==> src/rtl/core/cisp_pkg.sv <==
// ----------------------------------------------------------------------------
// cisp_pkg
// types and constants shared by the instruction stream parser
// ----------------------------------------------------------------------------
package cisp_pkg;

    localparam int LEN_W  = 21;
    localparam int BYTE_W = 8;
    localparam int KIND_W = 3;
    localparam int CNT_W  = 2;
    localparam int GRP_W  = 7;

    // number of varint bytes seen before the one that must end the varint
    localparam logic [CNT_W-1:0] VARINT_LAST_CNT = 2'd2;

    // byte tags of a result transaction
    localparam logic [KIND_W-1:0] KIND_PROG     = 3'd0;
    localparam logic [KIND_W-1:0] KIND_ACC_LEN  = 3'd1;
    localparam logic [KIND_W-1:0] KIND_ACC      = 3'd2;
    localparam logic [KIND_W-1:0] KIND_DATA_LEN = 3'd3;
    localparam logic [KIND_W-1:0] KIND_DATA     = 3'd4;

    typedef enum logic [2:0] {
        PH_PROG     = 3'd0,
        PH_ACC_LEN  = 3'd1,
        PH_ACC      = 3'd2,
        PH_DATA_LEN = 3'd3,
        PH_DATA     = 3'd4
    } t_phase;

    typedef struct packed {
        logic [BYTE_W-1:0] byte_in;
        logic              last_byte;
    } t_in;

    typedef struct packed {
        logic [KIND_W-1:0] kind;
        logic [BYTE_W-1:0] byte_out;
        logic [LEN_W-1:0]  decoded_length;
        logic              length_done;
        logic              record_done;
        logic              truncated;
    } t_out;

endpackage

==> src/rtl/core/cisp_parser.sv <==
// ----------------------------------------------------------------------------
// cisp_parser
// record state machine: tags one byte per enable and updates the parse state
// ----------------------------------------------------------------------------
module cisp_parser (
    input  logic          i_clk,
    input  logic          i_rst_n,
    input  logic          i_en,
    input  cisp_pkg::t_in i_item,
    output cisp_pkg::t_out o_res
);
    import cisp_pkg::*;

    t_phase             r_phase, n_phase;
    logic [CNT_W-1:0]   r_cnt,   n_cnt;
    logic [LEN_W-1:0]   r_acc,   n_acc;
    logic [LEN_W-1:0]   r_rem,   n_rem;

    logic [LEN_W-1:0]   grp_pos;
    logic [LEN_W-1:0]   len_val;
    logic               len_more;
    logic [LEN_W-1:0]   rem_dec;

    // place the 7-bit group of this varint byte
    always_comb begin
        case (r_cnt)
            2'd0:    grp_pos = {14'd0, i_item.byte_in[GRP_W-1:0]};
            2'd1:    grp_pos = {7'd0, i_item.byte_in[GRP_W-1:0], 7'd0};
            default: grp_pos = {i_item.byte_in[GRP_W-1:0], 14'd0};
        endcase
    end

    assign len_val  = r_acc | grp_pos;
    assign len_more = i_item.byte_in[BYTE_W-1] && (r_cnt < VARINT_LAST_CNT);
    assign rem_dec  = r_rem - {{(LEN_W-1){1'b0}}, 1'b1};

    always_comb begin
        n_phase = r_phase;
        n_cnt   = r_cnt;
        n_acc   = r_acc;
        n_rem   = r_rem;

        o_res                = '0;
        o_res.byte_out       = i_item.byte_in;

        unique case (r_phase)
            PH_ACC_LEN, PH_DATA_LEN: begin
                o_res.kind = (r_phase == PH_ACC_LEN) ? KIND_ACC_LEN : KIND_DATA_LEN;
                if (len_more) begin
                    n_cnt = r_cnt + 2'd1;
                    n_acc = len_val;
                end else begin
                    n_cnt                = '0;
                    n_acc                = '0;
                    o_res.length_done    = 1'b1;
                    o_res.decoded_length = len_val;
                    if (len_val == '0) begin
                        if (r_phase == PH_ACC_LEN) begin
                            n_phase = PH_DATA_LEN;
                        end else begin
                            o_res.record_done = 1'b1;
                            n_phase           = PH_PROG;
                        end
                    end else begin
                        n_rem   = len_val;
                        n_phase = (r_phase == PH_ACC_LEN) ? PH_ACC : PH_DATA;
                    end
                end
            end
            PH_ACC: begin
                o_res.kind = KIND_ACC;
                n_rem      = rem_dec;
                if (rem_dec == '0) begin
                    n_phase = PH_DATA_LEN;
                end
            end
            PH_DATA: begin
                o_res.kind = KIND_DATA;
                n_rem      = rem_dec;
                if (rem_dec == '0) begin
                    o_res.record_done = 1'b1;
                    n_phase           = PH_PROG;
                end
            end
            default: begin
                o_res.kind = KIND_PROG;
                n_cnt      = '0;
                n_acc      = '0;
                n_rem      = '0;
                n_phase    = PH_ACC_LEN;
            end
        endcase

        // buffer ended before the record did
        if (i_item.last_byte && !o_res.record_done) begin
            o_res.truncated = 1'b1;
            n_phase         = PH_PROG;
            n_cnt           = '0;
            n_acc           = '0;
            n_rem           = '0;
        end
    end

    always_ff @(posedge i_clk) begin
        if (!i_rst_n) begin
            r_phase <= PH_PROG;
            r_cnt   <= '0;
            r_acc   <= '0;
            r_rem   <= '0;
        end else if (i_en) begin
            r_phase <= n_phase;
            r_cnt   <= n_cnt;
            r_acc   <= n_acc;
            r_rem   <= n_rem;
        end
    end

endmodule

==> src/rtl/core/cisp_out_queue.sv <==
// ----------------------------------------------------------------------------
// cisp_out_queue
// two-entry result queue that decouples the parser from the receiver
// ----------------------------------------------------------------------------
module cisp_out_queue (
    input  logic           i_clk,
    input  logic           i_rst_n,
    input  logic           i_push,
    input  cisp_pkg::t_out i_push_data,
    output logic           o_full,
    output logic           o_valid,
    input  logic           i_ready,
    output cisp_pkg::t_out o_data
);
    import cisp_pkg::*;

    t_out       r_mem [2];
    logic       r_wr_ptr, n_wr_ptr;
    logic       r_rd_ptr, n_rd_ptr;
    logic [1:0] r_count,  n_count;
    logic       pop;

    assign o_full  = (r_count == 2'd2);
    assign o_valid = (r_count != 2'd0);
    assign o_data  = r_mem[r_rd_ptr];
    assign pop     = o_valid && i_ready;

    always_comb begin
        n_wr_ptr = i_push ? ~r_wr_ptr : r_wr_ptr;
        n_rd_ptr = pop    ? ~r_rd_ptr : r_rd_ptr;
        n_count  = r_count + {1'b0, i_push} - {1'b0, pop};
    end

    always_ff @(posedge i_clk) begin
        if (i_push) begin
            r_mem[r_wr_ptr] <= i_push_data;
        end
    end

    always_ff @(posedge i_clk) begin
        if (!i_rst_n) begin
            r_wr_ptr <= 1'b0;
            r_rd_ptr <= 1'b0;
            r_count  <= 2'd0;
        end else begin
            r_wr_ptr <= n_wr_ptr;
            r_rd_ptr <= n_rd_ptr;
            r_count  <= n_count;
        end
    end

endmodule

==> src/rtl/core/compact_instruction_stream_parser.sv <==
// ----------------------------------------------------------------------------
// compact_instruction_stream_parser
// tags each byte of a buffer of length-prefixed instruction records
// ----------------------------------------------------------------------------
// usage
//   input channel  i_valid / o_ready / i_data: one buffer byte per transaction,
//                  with last_byte marking the final byte of the buffer
//   output channel o_valid / i_ready / o_data: exactly one result transaction
//                  per input transaction, in order, with the byte's role,
//                  the decoded varint length and record / truncation flags
//   path           from input acceptance to o_valid the byte is held in the
//                  input register, then passes through the parser into the
//                  result queue, which drives o_valid; while the queue is full
//                  the byte waits in the input register
//   throughput     1 transaction per cycle while the queue is not full; the parser
//                  state update is a single short pass from input register to queue
//   stall          a two-entry result queue sits behind the parser; o_ready
//                  comes from registers only and drops once the queue is full
//                  and the input register holds a waiting byte
//   reset          synchronous active low; parser returns to expecting a
//                  program index, the input register and queue are emptied
//   truncation     if last_byte arrives mid-record the result carries
//                  truncated and the next byte starts a new record
// ----------------------------------------------------------------------------
module compact_instruction_stream_parser (
    input  logic           i_clk,
    input  logic           i_rst_n,
    input  logic           i_valid,
    output logic           o_ready,
    input  cisp_pkg::t_in  i_data,
    output logic           o_valid,
    input  logic           i_ready,
    output cisp_pkg::t_out o_data
);
    import cisp_pkg::*;

    // input register
    logic  r_in_valid, n_in_valid;
    t_in   r_in_data;

    logic  q_full;
    logic  fire;
    t_out  step_res;

    // byte moves from the input register through the parser into the queue
    assign fire    = r_in_valid && !q_full;
    // room for a new byte whenever the register is empty or drains this cycle
    assign o_ready = !r_in_valid || !q_full;

    always_comb begin
        n_in_valid = r_in_valid;
        if (i_valid && o_ready) begin
            n_in_valid = 1'b1;
        end else if (fire) begin
            n_in_valid = 1'b0;
        end
    end

    always_ff @(posedge i_clk) begin
        if (!i_rst_n) begin
            r_in_valid <= 1'b0;
        end else begin
            r_in_valid <= n_in_valid;
        end
    end

    // payload needs no reset
    always_ff @(posedge i_clk) begin
        if (i_valid && o_ready) begin
            r_in_data <= i_data;
        end
    end

    // parse state advances only when the byte is committed to the queue
    cisp_parser u_parser (
        .i_clk   (i_clk),
        .i_rst_n (i_rst_n),
        .i_en    (fire),
        .i_item  (r_in_data),
        .o_res   (step_res)
    );

    cisp_out_queue u_out_queue (
        .i_clk       (i_clk),
        .i_rst_n     (i_rst_n),
        .i_push      (fire),
        .i_push_data (step_res),
        .o_full      (q_full),
        .o_valid     (o_valid),
        .i_ready     (i_ready),
        .o_data      (o_data)
    );

endmodule

==> config.mk <==
export PLATFORM = sky130hd
export DESIGN_NAME = compact_instruction_stream_parser
export DESIGN_NICKNAME = d
export VERILOG_FILES = /design/src/rtl/core/cisp_pkg.sv /design/src/rtl/core/cisp_parser.sv /design/src/rtl/core/cisp_out_queue.sv /design/src/rtl/core/compact_instruction_stream_parser.sv
export SDC_FILE = /design/constraint.sdc
export NUM_CORES = 1
export LEC_CHECK = 0
export BUFFER_PORTS_ARGS = -buffer_cell sky130_fd_sc_hd__buf_2
export CAP_MARGIN = 20
export CORE_ASPECT_RATIO = 0.5
export CORE_UTILIZATION = 30
export DETAILED_ROUTE_END_ITERATION = 8
export GPL_TIMING_DRIVEN = 0
export PLACE_DENSITY = 0.58
export SLEW_MARGIN = 40
export SYNTH_ARGS = -nofsm -noshare
export SYNTH_HDL_FRONTEND = slang
export SYNTH_SLANG_ARGS = --single-unit
==> constraint.sdc <==
create_clock -name i_clk -period 7.1 [get_ports i_clk]
set_clock_uncertainty 0.1 [all_clocks]
set_input_delay 1.42 -clock i_clk [delete_from_list [all_inputs] [get_ports i_clk]]
set_output_delay 1.42 -clock i_clk [all_outputs]
set_load 0.03 [all_outputs]
# After elaboration in Yosys (flattened, before gate mapping)
# Memory sizes are Yosys's and may differ from the RTL's. A register that Yosys moved wholly into a read port is not among the register bits.
# Index checks and enable logic that the tools add are counted.
# op_classes
add_sub_neg,4
n_lt_le_gt_ge,1
eq_ne,11
muxes,34
bitwise_logic,3
n_reduce_logical,19
# op_table
operator,count
$pmux W21 S2,3
$mux W21,5
$logic_not A21 Y1,2
$mux W23,1
$mux W22,1
$or A21 B21 Y21,1
$sub A21 B1 Y21 const B,1
$mux W3,6
$pmux W3 S3,2
$mux W1,10
$mux W2,4
$eq A3 B2 Y1 const B,2
$ne A3 B1 Y1 const B,2
$ne A3 B3 Y1 const B,2
$logic_and A1 B1 Y1,5
$pmux W2 S2,1
$reduce_and A4 Y1,1
$reduce_bool A2 Y1,2
$reduce_or A2 Y1,2
$eq A3 B1 Y1 const B,1
$eq A3 B3 Y1 const B,1
$logic_not A1 Y1,3
$reduce_and A3 Y1,1
$add A2 B1 Y2,1
11 further kinds,12
# word_totals
ff_bits,61
ramBits,70
in_bits,13
out_inout_bits,37
elab_cells,83
mem_count,1
# mem_list
memory,depth,width,rd,rd_ports_with_merged_regs,write_ports,line,text
u_out_queue.r_mem,2,35,1,1,1,cisp_out_queue.sv:17,t_out r_mem [2];

# Depth between registers and ports, before layout
# Gate-level depths: netlist of the first run.
# depth
ltp_word,11
mapped_depth,11
depth_no_buf,9

# Cells and area by module
# From an unflattened synthesis of the first run, not the netlist that was laid out.
# hier_totals
hier_cells,527
area_unflattened_um2,6189.7
# by_module_without_submodules
module,instances,cells_each,area_each_um2,seq_area_each_um2
cisp_parser,1,380,2945.3,940.9
cisp_out_queue,1,132,2924.1,2202.1
compact_instruction_stream_parser,1,15,320.3,290.3

# Worst setup path before layout of the first run
# No wires, ideal clock.
# synth_path
path_kind,reg2out
startpoint,reg with a tool-made name
endpoint,out o_data[10] (netlist bit)
t_arrival_ns,1.357
t_required_ns,5.580
setup_slack_ns,4.223
stages_incl_launch_ff,4
n_path_buf,2
path_cell_list,dfxtp_1 -> clkbuf_1 -> clkbuf_1 -> mux2_2
# synth_lines
item,line,text
end: declaration,compact_instruction_stream_parser.sv:33,output cisp_pkg::t_out o_data

==> out/results.ini, run 1 <==
[critical_path]
reg2reg_slack_ns = 3.65
r2r-start = u_parser.r_rem[0]$_SDFFE_PN0P_
cp.required_ns = 5.58
worst_ep_arrival_time_ns = 2.39
cp-start-kind = register
cp_top_family = buffers and inverters
crit_path_end_kind = output port
critical_path.max_fanout = 10
r2r-end = u_parser.r_rem[9]$_SDFFE_PN0P_
crit_slowest_cell = clkbuf_1
crit_buf_inv = 3
critical-path-max-stage-delay_ns = 0.55
reg2reg_depth = 9
worstSetupPathType = reg -> out
crit_chain = clkbuf_1, clkbuf_1, mux2_2, buf_2
path_common_cell = clkbuf_1

[detailed_routing]
drc_errors = 0
wl_um = 17000
antenna_left = 0
vias_per_cell = 5.30
routedWlPerCell_um = 18.1
drt_iter0_drc = 442
dr.pass1.iters = 5
vias = 4971

[timing]
worst_pin_slew_ns = 0.749
post-route-period-util_pct = 55.1
fmaxAchievable_mhz = 256
relSlewSlack_pct = 49.8
fin_tns_setup_ns = 0
report.final.setup_viol = 0
finalMaxSlewViolations = 0
rsz0062_at_grt = no
hold_viol_final = 0
finalCriticalPeriod_ns = 3.91

[synth]
synth.distinct_cells = 73
synth_compound_area_share_pct = 15.5
synth_top_family_by_area = simple AND/OR/NAND/NOR gates
syn_inst = 582
syn_nets = 601
synth_xor_xnor_area_share_pct = 1.11
synthSimpleGateAreaFrac_pct = 16.4
synth_area_um2 = 6320
async_flop_share_pct = 0
synth_edf_count = 79
ys_ff_latch = 132
seq_area_frac_synth_pct = 54.3
synth_flop_cell = edfxtp_1
synthAdderAreaFrac_pct = 1.19
avgSynthCellArea_um2 = 10.9
synth_warnings = 0
synthMuxAreaShare_pct = 6.24

[global_routing]
use_met2_pct = 24.3
antenna_found_initial = 0
grt_pass1_wl_um = 26800
track_usage_pct = 16.1
top_usage_layer = met2
grt_pass1_vias = 4813
use_met3_pct = 4.60
grt_use_met1_pct = 22.0
grt.overflow.total = 0
grt_start_max_net_pins = 36

[finish]
syn_to_final_growth_pct = 19.2
final_core_util_pct = 36.6
num_antenna_cells = 0
most-common-layout-cells = 79 x edfxtp_1, 62 x nor2_1, 55 x buf_2
fin_area_um2 = 7530
final_common_cell = edfxtp_1
nets = 671
num-fill-cells = 2025
drive_above_1_share_pct = 24.7

[run]
max_cap_violations = 0

[power_and_ir_drop]
p_leak_nw = 2.62
peakVddDrop_mv = 0.143
powerDensity_nw_per_um2 = 299
finalPower_w = 0.00225

[worst_hold_path]
holdPathEnd = u_parser.r_acc[0]$_SDFFE_PN0P_
min_path_type = reg -> reg
hold_path_depth = 2
min_from = u_parser.r_acc[0]$_SDFFE_PN0P_

[outcome]
outcome = complete, no violations

[cts]
clock-sinks = 132
cts_tree = built
cts_setup_buffers = 0
postCtsHoldBufs = 0
cts_max_level = 4
clk_path_buf_depth = 2
clk_pin_slew_ns = 0.06
clkLatencyLatePin_ns = 0.43
cts_resized = 0
root_buffer = clkbuf_16
cts_buffers = 17

[place]
placement.io_buffers = 49
placed_area_um2 = 6950
place_congestion = 0.901
dp_hpwl_um = 12100

[die]
start_util_pct = 30.7
row_count = 37
die_h_um = 105
die_x_um = 207
dieArea_um2 = 21700
ios = 50
coreArea_um2 = 20600

-- power by group --
group | switching (W) | internal, W
logic | 0.000325 | 0.000170
clock network | 0.000340 | 0.000528
registers | 0.0000263 | 0.000862
total | 0.000691 | 0.00156
-- worst min-delay path, stage by stage (launching register included) --
cell	delay [ns]
dfxtp_1	0.32
nand2_1	0.05
o21ai_0	0.06
-- cell usage after synthesis, types with 5 or more instances --
library cell	count	area (µm²)
a21oi_1	47	235
buf_2	6	30.0
buf_6	5	56.3
clkbuf_1	22	82.6
dfxtp_1	53	1060
edfxtp_1	79	2370
ha_1	6	75.1
inv_1	32	120
mux2_2	35	394
nand2_1	23	86.3
nand2b_1	5	31.3
nand3_1	20	100
nand4_1	6	37.5
nor2_1	63	236
nor3_1	17	85.1
nor4_1	18	113
o211ai_1	7	52.6
o21ai_0	11	55.1
o21ai_1	10	50.1
o221ai_1	8	70.1
o22ai_1	6	37.5
o311ai_0	5	43.8
or4_1	6	45.0
-- sequential cells by signal, indices dropped and copies added (netlist names), 2 cells and up, named ones only --
| signal | cells |
|---|---|
| u_out_queue.r_mem | 70 |
| u_parser.r_acc | 21 |
| u_parser.r_rem | 21 |
| r_in_data | 9 |
| u_parser.r_phase | 3 |
| u_out_queue.r_count | 2 |
| u_parser.r_cnt | 2 |
-- cells by family (layout without fill, tap and decap cells) --
group | Yosys count | count (layout)
and+or+nand+nor | 193 | 193
xor gates and xnor gates | 8 | 8
AOI/OAI and AO/OA | 139 | 139
DFF | 132 | 132
buffers and inverters | 69 | 152
muxes | 35 | 35
adders and majority gates | 6 | 6
-- metal layers --
layer | wire length [µm] | share of wire [%]
met5 | 0 | 0
met4 | 270 | 1.6
met3 | 1120 | 6.6
met2 | 7500 | 44
met1 | 8090 | 48
-- per-stage QoR --
| step | hold slack [ns] | setup slack, ns | std cells |
|---|---|---|---|
| after floorplan | 0.336 | 4.22 | 582 |
| after global placement | 0.353 | 3.20 | 904 |
| after detailed placement | 0.358 | 3.60 | 906 |
| after CTS | 0.366 | 3.14 | 938 |
| after global routing | 0.398 | 3.03 | 938 |
| final | 0.370 | 3.19 | 938 |
-- area by class of cell --
| type | instances | area, µm² | area share [%] |
|---|---|---|---|
| Clock inverter | 11 | 126 | 1.68 |
| Timing Repair Buffer | 51 | 275 | 3.66 |
| Multi-Input combinational cell | 381 | 2570 | 34.2 |
| Tap cell | 273 | 342 | 4.54 |
| Sequential cell | 132 | 3430 | 45.6 |
| Clock buffer | 21 | 450 | 5.98 |
| Buffer | 37 | 210 | 2.79 |
| Inverter | 32 | 120 | 1.59 |
-- worst max path at each step --
stage                                           start                            endpoint  slack (ns)  cells past startpoint
floorplan                                    register                          o_data[10]        4.22                      3
global placement    u_out_queue.r_count[0]$_SDFF_PN0_  u_out_queue.r_mem[0][13]$_DFFE_PP_        3.20                      4
detailed placement                           register                          o_data[29]        3.60                      4
CTS                                          register                          o_data[29]        3.14                      4
global route                                 register                          o_data[27]        3.03                      4
finish                                       register                          o_data[29]        3.19                      4
No activity file was read; power rests on OpenSTA's default activity.
==> run 2, diff against run 1 <==
==> constraint.sdc (replaced) <==
create_clock -name i_clk -period 3.7 [get_ports i_clk]
set_clock_uncertainty 0.1 [all_clocks]
set_input_delay 0.74 -clock i_clk [delete_from_list [all_inputs] [get_ports i_clk]]
set_output_delay 0.74 -clock i_clk [all_outputs]
set_load 0.03 [all_outputs]
==> out/results.ini, run 2 (synthesis results as in run 1) <==
[timing]
finalMaxSlewViolations = 0  ; unchanged
worst_pin_slew_ns = 0.742  ; -0.00711 ns
relSlewSlack_pct = 50.6  ; +0.81 points
hold_viol_final = 0  ; unchanged
post-route-period-util_pct = 91.0
report.final.setup_viol = 0  ; unchanged
fin_tns_setup_ns = 0  ; unchanged
fmaxAchievable_mhz = 297
finalCriticalPeriod_ns = 3.37
rsz0062_at_grt = no
fin_ws_ns = 0.332  ; -2.86 ns

[die]
die_h_um = 105  ; unchanged
die_x_um = 207  ; unchanged
dieArea_um2 = 21700  ; unchanged
start_util_pct = 30.7  ; unchanged
ios = 50  ; unchanged
coreArea_um2 = 20600  ; unchanged
row_count = 37  ; unchanged

[cts]
clk_pin_slew_ns = 0.06  ; about the same
clock-sinks = 132  ; unchanged
cts_tree = built
root_buffer = clkbuf_16
clkLatencyLatePin_ns = 0.43  ; about the same
cts_max_level = 4  ; unchanged
clk_path_buf_depth = 2  ; unchanged
cts_buffers = 17  ; unchanged

[finish]
num_antenna_cells = 0  ; unchanged
regMostFlops = u_out_queue.r_mem
syn_to_final_growth_pct = 19.3  ; about the same
num-fill-cells = 2025  ; unchanged
nets = 671  ; unchanged
final_core_util_pct = 36.6  ; about the same
drive_above_1_share_pct = 24.7  ; unchanged
most-common-layout-cells = 79 x edfxtp_1, 62 x nor2_1, 55 x buf_2
final_common_cell = edfxtp_1
largest_reg_flops = 70  ; unchanged
reg_top3 = u_out_queue.r_mem (70), u_parser.r_acc (21), u_parser.r_rem (21)

[place]
place_congestion = 0.901  ; unchanged
placement.io_buffers = 49  ; unchanged
dp_hpwl_um = 12100  ; unchanged
preCtsSetupSlack_ns = 0.286  ; -3.32 ns

[power_and_ir_drop]
p_seq_share_pct = 39.5  ; about the same
internal_power_w = 0.00300  ; +92%
p_leak_nw = 2.62  ; +0.10%
sw_frac_of_total_pct = 30.6  ; -0.066 points
finalPower_w = 0.00432  ; +92%
power_frac_clock_pct = 38.5  ; about the same
comb_power_share_pct = 22.0  ; about the same
switching_power_w = 0.00132  ; +91%
peakVddDrop_mv = 0.274  ; +91%
powerDensity_nw_per_um2 = 573  ; +92%

[critical_path]
crit_path_end_kind = register
cp_top_family = simple AND/OR/NAND/NOR gates
cp.required_ns = 3.96  ; -1.62 ns
critical_path.max_fanout = 10  ; unchanged
reg2reg_depth = 9  ; unchanged
crit_cells = 9  ; +5
cp-start-kind = register
critical-path-max-stage-delay_ns = 0.48  ; -0.07 ns
crit_slowest_cell = or3_4
crit_buf_inv = 1  ; -2
worst_ep_arrival_time_ns = 3.63  ; +1.24 ns
worstSetupPathType = reg -> reg
crit_chain = inv_1, ha_1, nor3b_4, nand3_2, a211oi_1, nand4_1, or3_4, a2111o_2, nand3_1

[worst_hold_path]
hold_path_depth = 2  ; unchanged
min_path_type = reg -> reg

[global_routing]
antenna_found_initial = 0  ; unchanged
grt.overflow.total = 0  ; unchanged
grt_pass1_wl_um = 26800  ; unchanged
track_usage_pct = 16.1  ; unchanged
grt_pass1_vias = 4813  ; unchanged
grt_start_max_net_pins = 36  ; unchanged

[detailed_routing]
vias = 4962  ; -0.18%
drc_errors = 0  ; unchanged
routedWlPerCell_um = 18.1  ; -0.19%
antenna_left = 0  ; unchanged
drt_iter0_drc = 454  ; +2.7%
vias_per_cell = 5.29  ; -0.18%
dr.pass1.iters = 5  ; unchanged
wl_um = 16900  ; -0.19%

[run]
max_cap_violations = 0  ; unchanged

[outcome]
outcome = complete, no violations

[run 2: cell count changes in the layout (fill, tap and decap cells not counted)]
cell,delta
nor3b_2,-1
nor3b_4,+1
[run 2: metal layers]
layer	share of wire [%]	vias up	track usage, %
li1	-	2337	-
met1	47	2426	22.0
met2	45	177	24.3
met3	6.5	22	4.60
met4	1.5	0	5.60
met5	0	-	0
[run 2: stage by stage]
step                      cell area [µm²]  hold slack, ns  instances
after floorplan                      6320           0.336        582
after global placement               6910           0.353        904
after detailed placement             6950           0.358        906
after CTS                            7530           0.366        938
after global routing                 7540           0.369        938
final                                7540           0.370        938
[run 2: layout make-up]
type	count	area [µm²]	share of cell area, %
well taps	273	342	4.53
clock inverters	11	126	1.68
plain buffers	37	210	2.79
multi-input cells	381	2580	34.2
repair buffers	51	275	3.65
flip-flops and latches	132	3430	45.6
clock buffers	21	450	5.98
inverters	32	120	1.59
[run 2: timing repair]
item / 4_1_cts / 5_1_grt
resized for setup: 0 / 1
hold buffers: 0 / 0
setup buffers: 0 / 0
setup endpoints to repair: 0 / 8
[run 2: worst reg2reg max path, stage by stage (launching register included)]
cell,delay [ns]
dfxtp_1,0.36
inv_1,0.13
ha_1,0.31
nor3b_4,0.45
nand3_2,0.26
a211oi_1,0.35
nand4_1,0.35
or3_4,0.48
a2111o_2,0.42
nand3_1,0.10
[run 2: path summary, 6_finish.rpt]
check	startpoint	endpoint	slack [ns]
worst max-delay path	u_parser.r_rem[0]$_SDFFE_PN0P_	u_parser.r_rem[9]$_SDFFE_PN0P_	0.33
worst min-delay path	u_parser.r_acc[0]$_SDFFE_PN0P_	u_parser.r_acc[0]$_SDFFE_PN0P_	0.37
worst max register to register	u_parser.r_rem[0]$_SDFFE_PN0P_	u_parser.r_rem[9]$_SDFFE_PN0P_	0.33
worst min register to register	u_parser.r_acc[0]$_SDFFE_PN0P_	u_parser.r_acc[0]$_SDFFE_PN0P_	0.37
[run 2: power groups by stage]
stage	clock network [W]	registers, W	logic (W)
after floorplan	0	0.00172	0.000695
after global placement	0	0.00174	0.000933
after detailed placement	0	0.00174	0.000953
after CTS	0.00169	0.00171	0.000958
after global routing	0.00175	0.00171	0.00102
final	0.00166	0.00171	0.000951
